$ cat src/hdl/ray_circle_intersect_top_assert.svh
// Assertion macros for the ray/circle intersection block.
`ifndef RAY_CIRCLE_INTERSECT_TOP_ASSERT_SVH
`define RAY_CIRCLE_INTERSECT_TOP_ASSERT_SVH
`ifndef ASSERT_OFF
`define RCI_ASSERT_CLK(name, prop) \
  name: assert property (@(posedge clk_i) disable iff (!rst_ni) prop) \
    else $error("rci: property check failed");
`define RCI_ASSERT_NEVER(name, cond) \
  name: assert property (@(posedge clk_i) disable iff (!rst_ni) !(cond)) \
    else $error("rci: forbidden condition seen");
`else
`define RCI_ASSERT_CLK(name, prop)
`define RCI_ASSERT_NEVER(name, cond)
`endif
`endif

$ cat src/hdl/rci_pkg.sv
// Shared types, constants and width functions of the ray/circle intersection block.
package rci_pkg;

  localparam int COORD_W = 32;
  localparam int DIR_W   = 18;
  localparam int L_W     = 33;  // centre minus origin
  localparam int PROD_W  = 51;  // L_W x DIR_W signed product
  localparam int TCA_W   = 52;  // sum of two products
  localparam int SQ_W    = 65;  // square of a 33 bit magnitude
  localparam int LSQ_W   = 66;  // |L|^2
  localparam int R2_W    = 32;
  localparam int REACH_W = 31;
  localparam int DIST_W  = 32;
  localparam int LO_W    = 18;  // low split of Tq for the squaring

  localparam logic [DIST_W-1:0] DIST_MAX = 32'h7fff_ffff;
  localparam logic [DIST_W-1:0] DIST_MIN = 32'h8000_0000;

  typedef enum logic [2:0] {
    OC_HIT_OUT = 3'd0,
    OC_INSIDE  = 3'd1,
    OC_BEHIND  = 3'd2,
    OC_WIDE    = 3'd3,
    OC_RANGE   = 3'd4
  } rci_outcome_e;

  typedef struct packed {
    logic behind;    // Tca below zero
    logic enclosed;  // origin within the circle
    logic wide;      // ThcSq below zero
  } rci_flags_t;

  // Width of Tca rounded down to the fraction point (Tca known non-negative)
  function automatic int tq_w(int frac);
    return TCA_W - 1 - frac;
  endfunction

  // Width of R2 + Tq^2, the largest operand of the ThcSq subtraction
  function automatic int pos_w(int frac);
    int m;
    m = 2 * tq_w(frac);
    if (R2_W + frac > m) m = R2_W + frac;
    if (LSQ_W > m) m = LSQ_W;
    return m + 1;
  endfunction

  function automatic int root_w(int frac);
    return (pos_w(frac) + 1) >> 1;
  endfunction

endpackage

$ cat src/hdl/rci_sqrt_step.sv
// One step of the square-root chain: settles one root bit, forwards the item.
module rci_sqrt_step #(
  parameter int ROOT_W = 36,
  parameter int TQ_W   = 35
) (
  input  logic                         clk_i,
  input  logic                         rst_ni,
  input  logic                         en_i,
  input  logic                         valid_i,
  input  logic [ROOT_W:0]              rem_i,
  input  logic [ROOT_W-1:0]            root_i,
  input  logic [2*ROOT_W-1:0]          rad_i,
  input  logic [TQ_W-1:0]              tq_i,
  input  logic [rci_pkg::REACH_W-1:0]  reach_i,
  input  rci_pkg::rci_flags_t          flags_i,
  output logic                         valid_o,
  output logic [ROOT_W:0]              rem_o,
  output logic [ROOT_W-1:0]            root_o,
  output logic [2*ROOT_W-1:0]          rad_o,
  output logic [TQ_W-1:0]              tq_o,
  output logic [rci_pkg::REACH_W-1:0]  reach_o,
  output rci_pkg::rci_flags_t          flags_o
);

  localparam int RAD_W  = 2 * ROOT_W;
  localparam int WORK_W = ROOT_W + 3;

  logic                        valid_q;
  logic [WORK_W-1:0]           rem4, trial, sub;
  logic                        ge;
  logic [ROOT_W:0]             rem_d, rem_q;
  logic [ROOT_W-1:0]           root_d, root_q;
  logic [RAD_W-1:0]            rad_q;
  logic [TQ_W-1:0]             tq_q;
  logic [rci_pkg::REACH_W-1:0] reach_q;
  rci_pkg::rci_flags_t         flags_q;

  // bring down the next two radicand bits and try 4*root + 1
  assign rem4   = {rem_i, rad_i[RAD_W-1 -: 2]};
  assign trial  = WORK_W'({root_i, 2'b01});
  assign sub    = rem4 - trial;
  assign ge     = rem4 >= trial;
  assign rem_d  = ge ? sub[ROOT_W:0] : rem4[ROOT_W:0];
  assign root_d = {root_i[ROOT_W-2:0], ge};

  always_ff @(posedge clk_i or negedge rst_ni) begin
    if (!rst_ni) begin
      valid_q <= 1'b0;
    end else if (en_i) begin
      valid_q <= valid_i;
    end
  end

  always_ff @(posedge clk_i) begin
    if (en_i) begin
      rem_q   <= rem_d;
      root_q  <= root_d;
      rad_q   <= {rad_i[RAD_W-3:0], 2'b00};
      tq_q    <= tq_i;
      reach_q <= reach_i;
      flags_q <= flags_i;
    end
  end

  assign valid_o = valid_q;
  assign rem_o   = rem_q;
  assign root_o  = root_q;
  assign rad_o   = rad_q;
  assign tq_o    = tq_q;
  assign reach_o = reach_q;
  assign flags_o = flags_q;

endmodule

$ cat config.mk
export PLATFORM = sky130hd
export DESIGN_NAME = rci_sqrt_step
export DESIGN_NICKNAME = d
export VERILOG_FILES = /design/src/hdl/ray_circle_intersect_top_assert.svh /design/src/hdl/rci_pkg.sv /design/src/hdl/rci_sqrt_step.sv
export SDC_FILE = /design/constraint.sdc
export NUM_CORES = 1
export LEC_CHECK = 0
export BUFFER_PORTS_ARGS = -buffer_cell sky130_fd_sc_hd__buf_2
export CORE_AREA = 3 3 165 167
export CTS_CLUSTER_SIZE = 30
export DETAILED_ROUTE_END_ITERATION = 6
export DIE_AREA = 0 0 168 170
export GPL_TIMING_DRIVEN = 0
export SETUP_SLACK_MARGIN = 0.1
export SLEW_MARGIN = 40
export SYNTH_ARGS = -nofsm -noshare
export SYNTH_HDL_FRONTEND = slang
export SYNTH_SLANG_ARGS = --single-unit
$ cat constraint.sdc
create_clock -name clk_i -period 0.9 [get_ports clk_i]
set_input_delay 0 -clock clk_i [delete_from_list [all_inputs] [get_ports clk_i]]
set_output_delay 0 -clock clk_i [all_outputs]
set_load 0.05 [all_outputs]
==> results.json, run 1 <==
{
  "final_nets": 1537,
  "port_buffers": 430,
  "hold_viol_final": 35,
  "crit_required_ns": 1.15,
  "synthAdderAreaFrac_pct": 5.26,
  "grt_max_degree": 79,
  "finClkSkew_ns": 0,
  "leakage_nw": 7.20,
  "die_w_um": 168,
  "crit_path_max_fanout": 8,
  "synthCells": 577,
  "hold_class": "primary input to flop",
  "maxCapViolations": 0,
  "r2r_setup_slack_ns": 0,
  "tritoncts": "done",
  "h-tree-depth": 1,
  "p_per_area_nw_per_um2": 1890,
  "die_h_um": 170,
  "grt_first_pass_wirelength_mm": 48.5,
  "synth_top_family_by_area": "compound AO/OA/AOI/OAI gates",
  "grt-ovfl-total": 0,
  "synth-edff-count": 212,
  "clk_latency_ns": 0.50,
  "place_congestion": 0.822,
  "syn_area_um2": 9050,
  "synth.mux.area_fraction_pct": 4.59,
  "synth_compound_area_share_pct": 8.37,
  "timing.rr.end": "valid_o",
  "timing.rr.start": "valid_o",
  "drive_above_1_share_pct": 47.1,
  "status": "finished, violations left",
  "synth_top_area_share_pct": 70.4,
  "synthTopCellsByArea": "edfxtp_1 70%, ha_1 5.3%, mux2_2 4.5%, xnor2_1 2.2%, inv_1 1.9%",
  "holdPathStages": 1,
  "ir_drop_v": 0.00137,
  "yosys_warnings": 0,
  "period_share_pct": 242,
  "design.die.area_um2": 28600,
  "fp.coreArea_um2": 25900,
  "clkTransAtPathRegs_ns": 0.07,
  "cp-end-kind": "flop",
  "slew_headroom_pct": 63.3,
  "tightest_slew_ns": 0.551,
  "violations": "hold timing, setup timing",
  "mostFrequentLayoutCell": "buf_6",
  "synth_ff_type": "edfxtp_1",
  "synth-seq-cells": 213,
  "startpoint_type": "primary input",
  "drc": 0,
  "reg2regPathDepth": 2,
  "ant_nets": 0,
  "drt_first_pass_iters": 4,
  "critPathKind": "primary input to flop",
  "wl_mm": 33.8,
  "final_cell_mix": "219 x buf_6, 215 x dlygate4sd3_1, 212 x edfxtp_1, 209 x buf_2, 37 x inv_1",
  "hold_ws_ns": -0.0661,
  "first_global_vias": 8110,
  "ys_seq_area_share_pct": 70.7,
  "initial_core_util_pct": 34.9,
  "area_delta_synth_final_pct": 86.5,
  "root_buffer": "clkbuf_16",
  "cts_max_path_buffers": 3,
  "grt_usage_pct": 21.9,
  "ys_types": 57,
  "cts_hold_buf": 215,
  "hpwl_mm": 21.1,
  "fmax_ghz": 0.460,
  "rsz0062_at_grt": "yes",
  "yosysTopAreaCell": "edfxtp_1",
  "hold_end": "rad_o[18]",
  "place_ws_ns": -2.18,
  "hp-start": "en_i",
  "synthArstFlopShare_pct": 0.469,
  "synth-simple-area-share_pct": 4.81,
  "first_iter_violations": 391,
  "io_pins": 433,
  "wl_per_cell_um": 20.6,
  "postSynthAreaPerCell_um2": 15.7,
  "synthXorXnorAreaFrac_pct": 3.29,
  "finalCriticalPeriod_ns": 2.17,
  "drt-vias-per-instance": 4.76,
  "antenna_found_initial": 7,
  "route.vias.total": 7812,
  "cts_buffers": 24,
  "drv_slew": 0,
  "rows": 59,
  "cts_sinks": 213,
  "layout_setup_ws_ns": -1.27,
  "arrival_ns": 2.42,
  "setup_viol": 252
}
layer usage:
layer  up-vias  share of wire (%)  global-route usage [%]
met4         0                3.4                    8.08
met3        60                7.2                    5.76
met5         -                  0                       0
met2       328                 54                    41.0
met1      3790                 36                    23.9
li1       3634                  -                       -
worst max-delay path by stage:
stage / from / cells after the start / to / slack, ns
floorplan: rem_i[0] / 12 / rem_o[29] / -1.51
global placement: en_i / 2 / valid_o / -3.16
detailed placement: root_i[14] / 11 / rem_o[29] / -2.18
CTS: root_i[0] / 14 / rem_o[31] / -1.32
global route: root_i[0] / 14 / rem_o[34] / -1.37
finish: root_i[0] / 14 / rem_o[31] / -1.27
cell usage after synthesis (2+ instances only):
cell type	number
xor2_1	11
nor3_1	8
nand2b_1	3
o21bai_1	3
buf_4	2
ha_1	38
nand3_1	3
a21bo_2	2
or4_1	3
o21ai_1	2
clkbuf_1	7
a21oi_2	2
a21oi_1	33
buf_6	4
o31ai_1	2
nor2_1	16
mux2_2	36
and3_1	8
and2_1	2
nand4_1	12
a211oi_1	6
o21ai_0	15
a221o_1	2
a21o_1	15
edfxtp_1	212
o21a_1	7
a31oi_1	6
and2_2	2
xnor2_1	23
nand2_1	16
nor4_1	3
buf_2	3
a41oi_1	2
inv_1	45
registers in the layout, summed over array words and instances (netlist names):
| signal | cells |
|---|---|
| root_o | 36 |
| tq_o | 35 |
| reach_o | 31 |
| rem_o | 37 |
| flags_o | 3 |
| valid_o | 1 |
| rad_o | 70 |
area by class of cell:
type                    count  area [um2]
fillers                  1788        9040
flip-flops and latches    213        6390
repair buffers            678        6030
multi-input cells         304        2920
clock buffers              29         641
well taps                 335         419
inverters                  45         176
plain buffers              15         171
clock inverters            15         109
diodes                      7        17.5
logic make-up after synthesis:
| kind of cell | after synthesis |
|---|---|
| AOI/OAI and AO/OA | 111 |
| xor gates and xnor gates | 34 |
| adders and majority gates | 38 |
| buffers and inverters | 61 |
| DFF | 213 |
| muxes | 37 |
| other | 1 |
| and+or+nand+nor | 82 |
through the flow:
stage               util [%]  cells  instance area [um2]  TNS (ns)  total power (W)
floorplan                  -    578                 9390    -53.94           0.0178
global placement        46.2   1343                12000   -712.13           0.0199
detailed placement      46.4   1345                12000   -118.53           0.0199
CTS                     63.8   1621                16500    -87.18           0.0316
global route            65.1   1641                16900    -93.61           0.0330
finish                  65.1   1641                16900    -81.51           0.0319
report_power, final:
| group | switching, W | leakage, nW | internal [W] |
|---|---|---|---|
| combinational | 0.00571 | 4.77 | 0.00430 |
| clock | 0.00398 | 0.352 | 0.00537 |
| sequential | 0.000471 | 2.09 | 0.0120 |
| total | 0.0102 | 7.20 | 0.0217 |
critical path, cell delays in order:
cell	delay, ns
buf_8	0.10
inv_4	0.05
ha_4	0.20
o211ai_1	0.19
o21ai_2	0.10
o221ai_2	0.25
o21ai_2	0.10
a21bo_2	0.25
a21oi_4	0.23
o31ai_4	0.09
a31oi_2	0.20
buf_6	0.20
buf_12	0.15
mux2_4	0.30
what timing repair did:
item	4_1_cts	5_1_grt
setup buffers	16	13
resized for setup	451	48
cloned	1	1
endpoints found under the hold margin	278	44
pin swaps	13	15
endpoints found under the setup margin	251	252
Power figures use the tool's default switching activity.
==> run 2, diff against run 1 <==
--- a/config.mk
+++ b/config.mk
@@ -6,12 +6,16 @@
 export NUM_CORES = 1
 export LEC_CHECK = 0
 export BUFFER_PORTS_ARGS = -buffer_cell sky130_fd_sc_hd__buf_2
-export CORE_AREA = 3 3 165 167
+export CELL_PAD_IN_SITES_DETAIL_PLACEMENT = 1
+export CELL_PAD_IN_SITES_GLOBAL_PLACEMENT = 1
+export CORE_AREA = 3 3 168 170
 export CTS_CLUSTER_SIZE = 30
 export DETAILED_ROUTE_END_ITERATION = 6
-export DIE_AREA = 0 0 168 170
+export DIE_AREA = 0 0 171 173
 export GPL_TIMING_DRIVEN = 0
+export PLACE_DENSITY_LB_ADDON = 0.1
 export SETUP_SLACK_MARGIN = 0.1
+export SKIP_LAST_GASP = 1
 export SLEW_MARGIN = 40
 export SYNTH_ARGS = -nofsm -noshare
 export SYNTH_HDL_FRONTEND = slang
==> results.json, run 2 (synthesized netlist as in run 1, its figures left out) <==
{
  "wl_mm": 39.1,
  "grt_first_pass_wirelength_mm": 56.2,
  "reg2regPathDepth": 1,
  "design.die.area_um2": 29600,
  "final-seq-area_um2": 6390,
  "ant_nets": 0,
  "largest_reg_flops": 70,
  "crit_required_ns": 1.18,
  "fillers": 2626,
  "die_w_um": 171,
  "timing.critical_path.mode_cell": "a221o_1",
  "setup_viol": 251,
  "timing.rr.start": "valid_o",
  "tritoncts": "done",
  "hold_viol_final": 32,
  "drt_first_pass_iters": 4,
  "grt_usage_pct": 25.1,
  "p_per_area_nw_per_um2": 1880,
  "hold_class": "primary input to flop",
  "hpwl_mm": 23.2,
  "maxCapViolations": 0,
  "holdPathStages": 1,
  "clk_latency_ns": 0.52,
  "place_ws_ns": -2.17,
  "placed_cells": 1352,
  "h-tree-depth": 1,
  "mostFrequentLayoutCell": "buf_6",
  "antenna_found_initial": 8,
  "port_buffers": 430,
  "fp.coreArea_um2": 26900,
  "final_cell_mix": "224 x buf_6, 215 x dlygate4sd3_1, 212 x edfxtp_1, 202 x buf_2, 35 x mux2_4",
  "stdcell_count": 1650,
  "hp-start": "en_i",
  "status": "finished, violations left",
  "first_global_vias": 8796,
  "crit_start": "root_i[15]",
  "grt-ovfl-total": 0,
  "ir_drop_v": 0.00167,
  "cp.depth": 13,
  "first_iter_violations": 387,
  "cp-end-kind": "flop",
  "crit_path_max_fanout": 8,
  "multi_input_area_um2": 2990,
  "leakage_nw": 7.26,
  "finalSetupTns_ns": -83.09,
  "drive_above_1_share_pct": 48.7,
  "hold_end": "rem_o[30]",
  "violations": "hold timing, setup timing",
  "r2r_setup_slack_ns": 0.09,
  "io_pins": 433,
  "timing.rr.end": "valid_o",
  "total_power_w": 0.0321,
  "hold_ws_ns": -0.143,
  "critPathKind": "primary input to flop",
  "cp_top_family": "compound AO/OA/AOI/OAI gates",
  "critPathBufInv": 3,
  "fmax_ghz": 0.469,
  "crit_chain": "buf_6 -> inv_4 -> ha_4 -> buf_8 -> a21oi_4 -> o21bai_4 -> a21o_1 -> a221o_1 -> or3_1 -> a221o_1 -> a21oi_2 -> xnor2_1 -> mux2_4",
  "drt-vias-per-instance": 4.83,
  "grt_max_degree": 74,
  "rows": 60,
  "cts_buffers": 24,
  "period_share_pct": 237,
  "initial_core_util_pct": 33.7,
  "cts_max_path_buffers": 3,
  "cts_sinks": 213,
  "final_nets": 1542,
  "place_congestion": 0.801,
  "root_buffer": "clkbuf_16",
  "die_h_um": 173,
  "finalCriticalPeriod_ns": 2.13,
  "finClkSkew_ns": 0,
  "wl_per_cell_um": 23.7,
  "cts_hold_buf": 215,
  "clkTransAtPathRegs_ns": 0.06,
  "slowest_delay_ns": 0.34,
  "drc": 0,
  "cp_slowest_cell": "a221o_1",
  "layout_setup_ws_ns": -1.23,
  "drv_slew": 0,
  "arrival_ns": 2.41,
  "rsz0062_at_grt": "yes",
  "route.vias.total": 7963,
  "startpoint_type": "primary input",
  "area_delta_synth_final_pct": 88.4
}
[run 2: metal layers]
metal / vias to the layer above / part of all wire [%] / GRT usage [%]
li1: 3626 / - / -
met1: 3929 / 35 / 26.1
met5: - / 0.018 / 0
met2: 318 / 53 / 46.9
met4: 2 / 4.5 / 10.2
met3: 88 / 7.4 / 6.93
[run 2: repair_timing]
| item | 4_1_cts | 5_1_grt |
|---|---|---|
| resized for setup | 469 | 67 |
| hold endpoints to repair | 245 | 32 |
| setup buffers | 21 | 13 |
| cloned | 1 | 1 |
| endpoints found under the setup margin | 251 | 325 |
| pin swaps | 17 | 30 |
[run 2: power breakdown]
part	leakage, nW	switching [W]	internal (W)
Clock	0.343	0.00412	0.00516
Sequential	2.09	0.000514	0.0120
Combinational	4.83	0.00585	0.00439
[run 2: final cells by class]
cell class	instances	share of cell area [%]
multi-input combinational	304	17.6
tap	341	2.50
antenna	8	0.117
clock buffer	28	3.61
clock inverter	13	0.580
sequential	213	37.5
buffer	15	0.969
timing repair buffer	683	36.1
inverter	45	1.06
[run 2: through the flow]
| stage | util [%] | cell area (um2) |
|---|---|---|
| 2_1_floorplan | - | 9390 |
| 3_3_place_gp | 44.5 | 12000 |
| 3_5_place_dp | 44.9 | 12100 |
| 4_1_cts | 62.0 | 16700 |
| 5_1_grt | 63.4 | 17000 |
| 6_report | 63.4 | 17000 |
[run 2: worst max path at each step]
stage                      to  slack [ns]
floorplan           rem_o[29]       -1.51
global placement      valid_o       -3.30
detailed placement  rem_o[29]       -2.17
CTS                  rem_o[3]       -1.27
global route        rem_o[36]       -1.29
finish              rem_o[36]       -1.23
